==> src/sv/sparse_table_2d_range_max_macros.svh <==
// ----------------------------------------------------------------------------
// Assertion macros for the 2-D sparse table
// Concurrent assertion wrappers, empty when synthesised.
// ----------------------------------------------------------------------------
`ifndef SPARSE_TABLE_2D_RANGE_MAX_MACROS_SVH
`define SPARSE_TABLE_2D_RANGE_MAX_MACROS_SVH
`ifndef SYNTHESIS
`define ST_ASSERT_IMP(lbl, clk, rst_n, a, c) \
  lbl: assert property (@(posedge clk) disable iff (!rst_n) (a) |-> (c)) \
    else $error("assertion failed");
`define ST_ASSERT_NXT(lbl, clk, rst_n, a, c) \
  lbl: assert property (@(posedge clk) disable iff (!rst_n) (a) |=> (c)) \
    else $error("assertion failed");
`else
`define ST_ASSERT_IMP(lbl, clk, rst_n, a, c)
`define ST_ASSERT_NXT(lbl, clk, rst_n, a, c)
`endif
`endif

==> src/sv/st2d_pkg.sv <==
// ----------------------------------------------------------------------------
// st2d_pkg
// Shared constants, types and helpers of the 2-D sparse table.
// ----------------------------------------------------------------------------
package st2d_pkg;
  localparam int MaxDim    = 16;
  localparam int LogLevels = 5;
  localparam int DimW      = $clog2(MaxDim);
  localparam int LvlW      = $clog2(LogLevels);
  localparam int TblDepth  = LogLevels * MaxDim * LogLevels * MaxDim;
  localparam int AddrW     = $clog2(TblDepth);

  localparam logic [1:0] OP_LOAD  = 2'd0;
  localparam logic [1:0] OP_BUILD = 2'd1;
  localparam logic [1:0] OP_QUERY = 2'd2;

  localparam logic CFG_ROWS = 1'b0;
  localparam logic CFG_COLS = 1'b1;

  typedef logic [AddrW-1:0] addr_t;

  // Memory port request from the sequencer.
  typedef struct packed {
    logic        we;
    addr_t       addr;
    logic [31:0] wdata;
  } mem_req_t;

  function automatic addr_t tidx(input logic [LvlW-1:0] x, input logic [DimW-1:0] i,
                                 input logic [LvlW-1:0] y, input logic [DimW-1:0] j);
    logic [AddrW+8:0] k;
    k = (((AddrW+9)'(x) * (AddrW+9)'(MaxDim) + (AddrW+9)'(i)) * (AddrW+9)'(LogLevels)
         + (AddrW+9)'(y)) * (AddrW+9)'(MaxDim) + (AddrW+9)'(j);
    return k[AddrW-1:0];
  endfunction

  function automatic logic [LvlW-1:0] flog2(input logic [5:0] v);
    logic [LvlW-1:0] k;
    k = '0;
    for (int b = 1; b < LogLevels; b++)
      if ((v >> b) != 6'd0) k = LvlW'(b);
    return k;
  endfunction
endpackage

==> src/sv/st2d_seq.sv <==
// ----------------------------------------------------------------------------
// st2d_seq
// Sequencer: loads, the level-by-level build and four-read queries, all
// through one memory port and one signed compare.
// ----------------------------------------------------------------------------
module st2d_seq (
  input  logic                clk,
  input  logic                rst_n,
  input  logic                start,
  output logic                busy,
  input  logic [1:0]          in_opcode,
  input  logic [4:0]          in_row,
  input  logic [4:0]          in_col,
  input  logic signed [31:0]  in_value,
  input  logic [4:0]          in_row_lo,
  input  logic [4:0]          in_col_lo,
  input  logic [4:0]          in_row_hi,
  input  logic [4:0]          in_col_hi,
  input  logic                cfg_we,
  input  logic                cfg_index,
  input  logic [4:0]          cfg_data,
  output st2d_pkg::mem_req_t  mreq,
  input  logic [31:0]         mrdata,
  output logic                out_valid,
  output logic                out_result_kind,
  output logic signed [31:0]  out_max_value,
  output logic                out_range_error
);
  import st2d_pkg::*;

  typedef enum logic [2:0] {S_IDLE, S_RDA, S_RDB, S_CMP, S_WR, S_Q} state_t;

  state_t          state_r;
  logic            built_r;
  logic [4:0]      rows_r, cols_r;
  // Build loop: phase 0 along columns, phase 1 along rows.
  logic            ph_r;
  logic [LvlW-1:0] x_r, y_r;
  logic [DimW:0]   i_r, j_r;
  logic [31:0]     a_r;
  // Query: four reads, counted by q_r; best_r collects the maximum.
  logic [2:0]      q_r;
  logic [LvlW-1:0] kx_r, ky_r;
  logic [DimW-1:0] ra_r, rb_r, ca_r, cb_r;
  logic [31:0]     best_r;

  logic [4:0] cfg_sat;
  assign cfg_sat = (cfg_data > 5'(MaxDim)) ? 5'(MaxDim) : cfg_data;

  // The one compare unit, shared by build and query.
  logic [31:0] cmp_a, cmp_m;
  assign cmp_a = (state_r == S_Q) ? best_r : a_r;
  assign cmp_m = ($signed(cmp_a) >= $signed(mrdata)) ? cmp_a : mrdata;

  // Level extents, a valid step only when 2^lvl fits.
  logic [5:0] hx, hy;
  assign hx = 6'd1 << x_r;
  assign hy = 6'd1 << y_r;

  // Address parts of the current build step's two sources.
  logic [LvlW-1:0] sx, sy;
  logic [DimW:0]   bi, bj;
  assign sx = ph_r ? x_r - 1'b1 : x_r;
  assign sy = ph_r ? y_r : y_r - 1'b1;
  assign bi = ph_r ? i_r + (DimW+1)'(hx >> 1) : i_r;
  assign bj = ph_r ? j_r : j_r + (DimW+1)'(hy >> 1);

  // Next build step.
  logic            nxt_done, nxt_ph;
  logic [LvlW-1:0] nx, ny;
  logic [DimW:0]   ni, nj;
  always_comb begin
    nxt_done = 1'b0;
    nxt_ph = ph_r; nx = x_r; ny = y_r; ni = i_r; nj = j_r + 1'b1;
    if (!ph_r) begin
      // Row i, level y, columns j.
      if (6'(nj) + hy > 6'(cols_r)) begin
        nj = '0;
        if (32'(y_r) + 1 < LogLevels && (hy << 1) <= 6'(cols_r)) ny = y_r + 1'b1;
        else begin
          ny = LvlW'(1);
          ni = i_r + 1'b1;
          if (6'(ni) >= 6'(rows_r)) begin
            nxt_ph = 1'b1; nx = LvlW'(1); ni = '0; ny = '0;
            if (6'd2 > 6'(rows_r) || LogLevels < 2) nxt_done = 1'b1;
          end
        end
      end
    end else begin
      if (6'(nj) + hy > 6'(cols_r)) begin
        nj = '0;
        if (32'(y_r) + 1 < LogLevels && (hy << 1) <= 6'(cols_r)) ny = y_r + 1'b1;
        else begin
          ny = '0;
          ni = i_r + 1'b1;
          if (6'(ni) + hx > 6'(rows_r)) begin
            ni = '0;
            if (32'(x_r) + 1 < LogLevels && (hx << 1) <= 6'(rows_r)) nx = x_r + 1'b1;
            else nxt_done = 1'b1;
          end
        end
      end
    end
  end

  logic phase0_empty;
  assign phase0_empty = (cols_r < 5'd2);

  // Query address pick.
  logic [DimW-1:0] qr, qc;
  assign qr = q_r[1] ? rb_r : ra_r;
  assign qc = q_r[0] ? cb_r : ca_r;

  logic q_bad;
  logic [5:0] rspan, cspan;
  logic [LvlW-1:0] qkx, qky;
  assign q_bad = !built_r || in_row_lo == 5'd0 || in_col_lo == 5'd0 ||
                 in_row_lo > in_row_hi || in_col_lo > in_col_hi ||
                 in_row_hi > rows_r || in_col_hi > cols_r;
  assign rspan = 6'(in_row_hi) - 6'(in_row_lo) + 6'd1;
  assign cspan = 6'(in_col_hi) - 6'(in_col_lo) + 6'd1;
  assign qkx = flog2(rspan);
  assign qky = flog2(cspan);

  always_comb begin
    mreq = '{we: 1'b0, addr: '0, wdata: a_r};
    unique case (state_r)
      S_IDLE: begin
        mreq.we    = start && in_opcode == OP_LOAD && in_row != 5'd0 && in_col != 5'd0 &&
                     in_row <= 5'(MaxDim) && in_col <= 5'(MaxDim);
        mreq.addr  = tidx('0, DimW'(in_row - 5'd1), '0, DimW'(in_col - 5'd1));
        mreq.wdata = in_value;
      end
      S_RDA:  mreq.addr = tidx(sx, DimW'(i_r), sy, DimW'(j_r));
      S_RDB:  mreq.addr = tidx(sx, DimW'(bi), sy, DimW'(bj));
      S_CMP:  mreq.addr = tidx(sx, DimW'(bi), sy, DimW'(bj));
      S_WR: begin
        mreq.we   = 1'b1;
        mreq.addr = tidx(x_r, DimW'(i_r), y_r, DimW'(j_r));
      end
      S_Q:    mreq.addr = tidx(kx_r, qr, ky_r, qc);
      default: ;
    endcase
  end

  assign busy = (state_r != S_IDLE);

  always_ff @(posedge clk) begin
    if (!rst_n) begin
      state_r   <= S_IDLE;
      built_r   <= 1'b0;
      rows_r    <= 5'(MaxDim);
      cols_r    <= 5'(MaxDim);
      out_valid <= 1'b0;
    end else begin
      out_valid <= 1'b0;
      if (cfg_we) begin
        built_r <= 1'b0;
        if (cfg_index == CFG_ROWS) rows_r <= cfg_sat;
        else cols_r <= cfg_sat;
      end
      unique case (state_r)
        S_IDLE: if (start) begin
          unique case (in_opcode)
            OP_LOAD: if (mreq.we) built_r <= 1'b0;
            OP_BUILD: begin
              ph_r <= 1'b0; x_r <= '0; y_r <= LvlW'(1); i_r <= '0; j_r <= '0;
              if (rows_r == 5'd0) begin
                built_r <= 1'b1;
                out_valid <= 1'b1; out_result_kind <= 1'b0;
                out_max_value <= '0; out_range_error <= 1'b0;
              end else if (phase0_empty) begin
                ph_r <= 1'b1; x_r <= LvlW'(1); y_r <= '0;
                if (rows_r < 5'd2 || cols_r == 5'd0) begin
                  built_r <= 1'b1;
                  out_valid <= 1'b1; out_result_kind <= 1'b0;
                  out_max_value <= '0; out_range_error <= 1'b0;
                end else state_r <= S_RDA;
              end else state_r <= S_RDA;
            end
            OP_QUERY: begin
              if (q_bad) begin
                out_valid <= 1'b1; out_result_kind <= 1'b1;
                out_max_value <= '0; out_range_error <= 1'b1;
              end else begin
                kx_r <= qkx; ky_r <= qky;
                ra_r <= DimW'(in_row_lo - 5'd1);
                rb_r <= DimW'(6'(in_row_hi) - (6'd1 << qkx));
                ca_r <= DimW'(in_col_lo - 5'd1);
                cb_r <= DimW'(6'(in_col_hi) - (6'd1 << qky));
                q_r <= '0;
                state_r <= S_Q;
              end
            end
            default: ;
          endcase
        end
        S_RDA: state_r <= S_RDB;
        S_RDB: begin
          a_r <= mrdata;
          state_r <= S_CMP;
        end
        S_CMP: begin
          a_r <= cmp_m;
          state_r <= S_WR;
        end
        S_WR: begin
          ph_r <= nxt_ph; x_r <= nx; y_r <= ny; i_r <= ni; j_r <= nj;
          if (nxt_done) begin
            built_r <= 1'b1;
            out_valid <= 1'b1; out_result_kind <= 1'b0;
            out_max_value <= '0; out_range_error <= 1'b0;
            state_r <= S_IDLE;
          end else state_r <= S_RDA;
        end
        S_Q: begin
          // Read data comes back in the cycle after its address.
          q_r <= q_r + 3'd1;
          if (q_r == 3'd1) best_r <= mrdata;
          else if (q_r != 3'd0) best_r <= cmp_m;
          if (q_r == 3'd4) begin
            out_valid <= 1'b1; out_result_kind <= 1'b1;
            out_max_value <= cmp_m; out_range_error <= 1'b0;
            state_r <= S_IDLE;
          end
        end
        default: state_r <= S_IDLE;
      endcase
    end
  end
endmodule

==> config.mk <==
export PLATFORM = sky130hd
export DESIGN_NAME = st2d_seq
export DESIGN_NICKNAME = d
export VERILOG_FILES = /design/src/sv/sparse_table_2d_range_max_macros.svh /design/src/sv/st2d_pkg.sv /design/src/sv/st2d_seq.sv
export SDC_FILE = /design/constraint.sdc
export NUM_CORES = 1
export LEC_CHECK = 0
export ABC_CLOCK_PERIOD_IN_PS = 5200
export BUFFER_PORTS_ARGS = -buffer_cell sky130_fd_sc_hd__buf_2
export CELL_PAD_IN_SITES_DETAIL_PLACEMENT = 2
export CELL_PAD_IN_SITES_GLOBAL_PLACEMENT = 2
export CORE_ASPECT_RATIO = 0.9
export CORE_MARGIN = 1.5
export CORE_UTILIZATION = 37
export DETAILED_ROUTE_END_ITERATION = 7
export GPL_ROUTABILITY_DRIVEN = 0
export PLACE_DENSITY = 0.84
export SETUP_SLACK_MARGIN = 0.5
export SLEW_MARGIN = 0
export SYNTH_ARGS = -nofsm -noshare
export SYNTH_HDL_FRONTEND = slang
export SYNTH_SLANG_ARGS = --single-unit
export TNS_END_PERCENT = 10
==> constraint.sdc <==
create_clock -name clk -period 5.2 [get_ports clk]
set_input_delay 0.52 -clock clk [delete_from_list [all_inputs] [get_ports clk]]
set_output_delay 0.52 -clock clk [all_outputs]
set_load 0.03 [all_outputs]
==> flow_metrics.py, run 1 <==
metrics = {
    "power_and_ir_drop": {
        "power.density_nw_per_um2": 395,
        "ir_worst_vdd_mv": 0.269,
        "p_total_mw": 6.40,
        "leakagePower_nw": 7.42,
    },
    "synthesis": {
        "yosysSeqAreaShare_pct": 33.3,
        "syn_nets": 1760,
        "synth_compound_area_share_pct": 10.1,
        "synth_edf_count": 140,
        "yosysMostFrequentCell": "nand2_1",
        "syn_area_sq_um": 13500,
        "ys_ff_latch": 155,
        "synth_top_area_share_pct": 31.1,
        "synthCells": 1424,
        "synth_area_leaders": "edfxtp_1 (31%), ha_1 (20%), nand2_1 (6.7%)",
        "synth_top_cell_by_area": "edfxtp_1",
        "syn_avg_cell_area_sq_um": 9.49,
        "yosys.area_share.simple_pct": 15.7,
        "async_reset_ff_share_pct": 0,
        "ys.warnings.count": 0,
        "yosysUniqueCellTypes": 63,
        "synth_top_family_by_area": "adder cells",
        "synth_xor_xnor_area_share_pct": 4.60,
        "synthAdderAreaFrac_pct": 22.1,
        "synth.mux.area_fraction_pct": 9.28,
        "synthTopCellsByCount": "nand2_1 (240), ha_1 (217), edfxtp_1 (140)",
        "ys.flop_type": "edfxtp_1",
    },
    "finish": {
        "fill_cells": 3882,
        "stdcell_count": 2129,
        "multi_input_area_sq_um": 8610,
        "final_core_util_pct": 44.9,
        "drive_gt1_share_pct": 20.0,
        "area_delta_synth_final_pct": 19.9,
        "seq_area_sq_um": 4510,
        "fin_nets": 1976,
    },
    "place": {
        "io_buffers": 187,
        "dp_hpwl_um": 35600,
        "dp_cells": 2069,
    },
    "critical_path": {
        "critPathLaunchType": "flop",
        "path_class": "reg -> out",
        "path_max_fanout": 4,
        "path_common_cell": "ha_1",
        "critPathBufInv": 3,
        "critPathArrivalTime_ps": 4780,
        "crit_family": "adder cells",
        "r2r_setup_slack_ps": 670,
        "slowest_delay_ps": 500,
        "rr_startpoint": "y_r[1]",
        "slowest_stage": "edfxtp_1",
        "r2r_end": "out_max_value[14]",
        "crit_cells": 18,
        "setup.worst_path.end_class": "output pin",
        "endpoint": "mreq[44]",
        "required_ps": 4680,
        "worstSetupStartpoint": "x_r[1]",
        "crit_chain": "ha_4 -> nor2b_4 -> buf_6 -> maj3_2 -> a22oi_2 -> xnor2_1 -> nand2_1 -> xnor2_2 -> buf_4 -> ha_1 -> ha_1 -> ha_1 -> o21a_1 -> o41a_1 -> a221o_1 -> nand2_1 -> o221ai_2 -> buf_6",
        "worstRegToRegCells": 19,
    },
    "die": {
        "std_cell_rows": 66,
        "coreArea_sq_um": 36100,
        "die_area_sq_um": 37700,
        "io_pins": 188,
        "fp.dieH_um": 184,
        "fp.dieW_um": 204,
        "start_util_pct": 37.4,
    },
    "cts": {
        "clk_path_buf_depth": 2,
        "cts_root_buffer": "clkbuf_16",
        "cts_tree": "done",
        "clkTransAtPathRegs_ps": 70,
        "cts_buffers": 17,
        "clk-insertion-delay-late_ps": 460,
        "htree_levels": 4,
        "cts_sinks": 155,
        "postCtsHoldBufs": 0,
    },
    "sta": {
        "fmax_mhz": 189,
        "slew_violations": 0,
        "relSlewSlack_pct": 39.2,
        "hold_viol": 0,
        "setup_violations": 2,
        "timing.final.crit_share_pct": 102,
        "rsz0062_at_grt": "true",
        "clock_skew_ps": 16.8,
        "finalCriticalPeriod_ps": 5300,
        "setup_ws_ps": -95.8,
        "worst_pin_slew_ps": 911,
    },
    "global_route": {
        "grt_pass1_vias": 13293,
        "grt_pass1_wl_um": 77300,
        "antenna_found_initial": 2,
        "grt_max_degree": 52,
        "grt.total_usage_pct": 27.1,
        "grt_overflow": 0,
    },
    "route": {
        "wl_per_cell_um": 24.3,
        "ant_nets": 0,
        "drt-total-wl_um": 51800,
        "initialDrtViolationCount": 551,
        "vias": 11895,
        "drc": 0,
        "via_per_inst": 5.59,
        "first_pass_iters": 5,
    },
    "status": {
        "failed_checks": "setup timing",
        "status": "finished, violations left",
    },
    "job": {
        "max_cap_viol_count": 0,
    },
    "hold_path": {
        "min_path_type": "in -> reg",
        "hp-start": "mrdata[1]",
    },
}
layout by cell type (no fill, tap or decap), types with 13 or more instances in the layout:
| master | synthesis | routed |
|---|---|---|
| nand2_1 | 240 | 239 |
| ha_1 | 217 | 207 |
| buf_2 | 3 | 182 |
| edfxtp_1 | 140 | 140 |
| inv_1 | 126 | 124 |
| nor2_1 | 88 | 84 |
| mux2_1 | 60 | 60 |
| a21oi_1 | 64 | 59 |
| xnor2_1 | 47 | 45 |
| mux2i_1 | 42 | 42 |
| buf_4 | 6 | 42 |
| o21ai_0 | 38 | 35 |
| nor2b_1 | 34 | 31 |
| nand3_1 | 26 | 26 |
| xor2_1 | 24 | 23 |
| a21o_1 | 19 | 19 |
| nor3_1 | 19 | 18 |
| clkbuf_16 | 0 | 17 |
| nand2b_1 | 15 | 14 |
| dfxtp_1 | 15 | 14 |
| and3_1 | 14 | 13 |
flip-flops by register name, indices dropped and copies added, names as in the netlist, 5 cells and up:
register,count
a_r,32
best_r,32
out_max_value,32
cols_r,5
i_r,5
j_r,5
rows_r,5
kinds of logic (layout without fill, tap and decap cells):
family / Yosys count / after routing
adder cells (fa/ha/maj): 231 / 231
AND/OR/NAND/NOR: 476 / 476
AO/OA/AOI/OAI: 209 / 209
other: 0 / 1
XOR/XNOR: 71 / 71
flip-flops: 155 / 155
multiplexers: 114 / 114
buffers and inverters: 168 / 396
worst min-delay path by stage:
| stage | to | slack, ps | cells past startpoint |
|---|---|---|---|
| CTS | best_r[1] | 370 | 2 |
| finish | best_r[1] | 390 | 2 |
| floorplan | cols_r[3] | 460 | 2 |
| global route | a_r[2] | 390 | 2 |
| detailed placement | cols_r[1] | 490 | 2 |
| global placement | cols_r[1] | 470 | 2 |
final cells by class:
type	count	area share, %
clock inverters	12	0.881
multi-input cells	1101	53.2
repair buffers	239	8.83
well taps	476	3.68
diodes	1	0.0155
flip-flops and latches	155	27.8
clock buffers	19	2.67
inverters	126	2.92
stage by stage:
stage / setup WS (ps) / hold WS (ps) / area, sq um / setup TNS (ps)
floorplan: 555 / 456 / 13500 / 0
global placement: 248 / 472 / 15100 / 0
detailed placement: -5.85 / 493 / 15100 / -5.85
CTS: -4.51 / 368 / 16000 / -4.51
global route: -219 / 389 / 16200 / -684
finish: -95.8 / 390 / 16200 / -172
routing by layer:
layer,global-route usage [%],wire (um)
met5,0,0
met4,12.6,2020
met3,3.84,1820
met2,50.3,26800
met1,30.5,21100
power by group:
part           total (mW)  switching [mW]  internal [mW]
sequential           1.57          0.0756           1.50
clock                1.30           0.593          0.711
combinational        3.52            2.34           1.18
total                6.40            3.01           3.39
repair_timing:
item,CTS,global route
cloned,0,0
pin swaps,23,13
endpoints found under the setup margin,18,108
setup buffers,17,11
gates resized for setup,36,26
Power figures use the tool's default switching activity.
==> inputs of run 2 (changes only) <==
--- a/config.mk
+++ b/config.mk
@@ -14,6 +14,7 @@
 export CORE_UTILIZATION = 37
 export DETAILED_ROUTE_END_ITERATION = 7
 export GPL_ROUTABILITY_DRIVEN = 0
+export MAX_ROUTING_LAYER = met4
 export PLACE_DENSITY = 0.84
 export SETUP_SLACK_MARGIN = 0.5
 export SLEW_MARGIN = 0
==> flow_metrics.py, run 2 (synthesis gave the netlist of run 1 again) <==
metrics = {
    "status": {
        "failed_checks": "setup timing",
        "status": "finished, violations left",
    },
    "cts": {
        "cts_root_buffer": "clkbuf_16",
        "cts_buffers": 17,
        "clk_path_buf_depth": 2,
        "cts_tree": "done",
        "postCtsHoldBufs": 0,
        "cts_sinks": 155,
        "htree_levels": 4,
        "clkTransAtPathRegs_ps": 70,
        "clk-insertion-delay-late_ps": 460,
    },
    "sta": {
        "worst_pin_slew_ps": 907,
        "rsz0062_at_grt": "true",
        "timing.final.crit_share_pct": 102,
        "tns_ps": -163,
        "clock_skew_ps": 16.2,
        "setup_violations": 3,
        "fmax_mhz": 189,
        "slew_violations": 0,
        "relSlewSlack_pct": 39.5,
        "timing.hold.ws_ps": 383,
        "setup_ws_ps": -96.3,
        "hold_viol": 0,
        "finalCriticalPeriod_ps": 5300,
    },
    "finish": {
        "fin_nets": 1976,
        "layout_commonest_cell": "nand2_1",
        "drive_gt1_share_pct": 20.0,
        "reg.largest.list": "a_r: 32 flops, best_r: 32 flops, out_max_value: 32 flops",
        "layout.cells.most_common_list": "nand2_1 (239), ha_1 (207), buf_2 (182)",
        "area_delta_synth_final_pct": 19.9,
        "fill_cells": 3881,
    },
    "die": {
        "fp.dieW_um": 204,
        "fp.dieH_um": 184,
        "io_pins": 188,
        "std_cell_rows": 66,
        "start_util_pct": 37.4,
        "coreArea_sq_um": 36100,
        "die_area_sq_um": 37700,
    },
    "power_and_ir_drop": {
        "ir_worst_vdd_mv": 0.270,
        "leakagePower_nw": 7.42,
        "p_total_mw": 6.40,
        "power.density_nw_per_um2": 395,
    },
    "critical_path": {
        "crit_chain": "ha_4 -> nor2b_4 -> buf_6 -> maj3_2 -> a22oi_2 -> xnor2_1 -> nand2_1 -> xnor2_2 -> ha_1 -> ha_4 -> ha_4 -> a21oi_2 -> nor2b_1 -> o21a_1 -> o41a_1 -> a221o_1 -> nand2_1 -> o221ai_2 -> buf_6",
        "worstSetupStartpoint": "x_r[1]",
        "rr_startpoint": "y_r[1]",
        "r2r_end": "out_max_value[14]",
        "slowest_stage": "edfxtp_1",
        "slowest_delay_ps": 500,
        "critPathArrivalTime_ps": 4780,
        "required_ps": 4680,
        "path_common_cell": "ha_4",
        "worstRegToRegCells": 19,
        "path_max_fanout": 4,
        "setup.worst_path.end_class": "output pin",
        "path_class": "reg -> out",
        "endpoint": "mreq[44]",
        "r2r_setup_slack_ps": 670,
        "critPathLaunchType": "flop",
    },
    "route": {
        "via_per_inst": 5.58,
        "ant_nets": 0,
        "drc": 0,
        "drt-total-wl_um": 51900,
        "vias": 11872,
        "initialDrtViolationCount": 609,
        "wl_per_cell_um": 24.4,
        "first_pass_iters": 5,
    },
    "global_route": {
        "antenna_found_initial": 1,
        "grt_pass1_vias": 13295,
        "grt_overflow": 0,
        "grt.total_usage_pct": 27.9,
        "grt_max_degree": 52,
        "grt_pass1_wl_um": 77300,
    },
    "job": {
        "max_cap_viol_count": 0,
    },
    "place": {
        "io_buffers": 187,
        "pre_cts_slack_ps": -5.85,
        "dp_hpwl_um": 35600,
    },
    "hold_path": {
        "min_path_type": "in -> reg",
        "min_path_cells": 2,
    },
}
[run 2: worst min path at each step]
stage | startpoint | end | slack, ps
after floorplan | cols_r[3] | cols_r[3] | 460
after global placement | cols_r[1] | cols_r[1] | 470
after detailed placement | cols_r[1] | cols_r[1] | 490
after CTS | mrdata[1] | best_r[1] | 370
after global routing | mrdata[2] | a_r[2] | 390
final | mrdata[1] | best_r[1] | 380
[run 2: per-layer routing]
layer / global-route usage [%] / routed length, um / vias up
met2: 50.4 / 26900 / 343
met4: 12.3 / 1990 / 0
met3: 3.94 / 1940 / 121
li1: - / - / 5450
met1: 30.4 / 21000 / 5958
met5: - / 0 / -
[run 2: metrics by stage]
stage          cell area [sq um]  util (%)  cells
3_3_place_gp               15100      41.9   2069
2_1_floorplan              13500         -   1424
6_report                   16200      44.9   2129
5_1_grt                    16200      44.9   2129
4_1_cts                    16000      44.3   2117
3_5_place_dp               15100      41.9   2069
[run 2: where the power goes]
group	switching (mW)	total (mW)	internal [mW]
Combinational	2.34	3.53	1.18
Sequential	0.0760	1.57	1.50
Clock	0.591	1.30	0.711
Total	3.01	6.40	3.39
[run 2: cell type report]
class	instances	area (sq um)	area share, %
Multi-Input combinational cell	1101	8610	53.2
Sequential cell	155	4510	27.8
Timing Repair Buffer	239	1430	8.83
Tap cell	476	596	3.68
Inverter	126	473	2.92
Clock buffer	19	433	2.67
Clock inverter	12	143	0.881
Antenna cell	1	2.50	0.0155
[run 2: critical path: cells and delay by family (launching register included)]
family	cells	cell delay, ps
buffers and inverters	2	320
flip-flops	1	500
AND/OR/NAND/NOR	4	440
adder cells (fa/ha/maj)	5	1390
XOR/XNOR	2	360
AO/OA/AOI/OAI	6	1310
[run 2: what timing repair did]
item | CTS | global route
setup buffers | 17 | 11
pin swaps | 23 | 13
endpoints found under the hold margin | 0 | 0
resized for setup | 36 | 26
endpoints found under the setup margin | 18 | 108
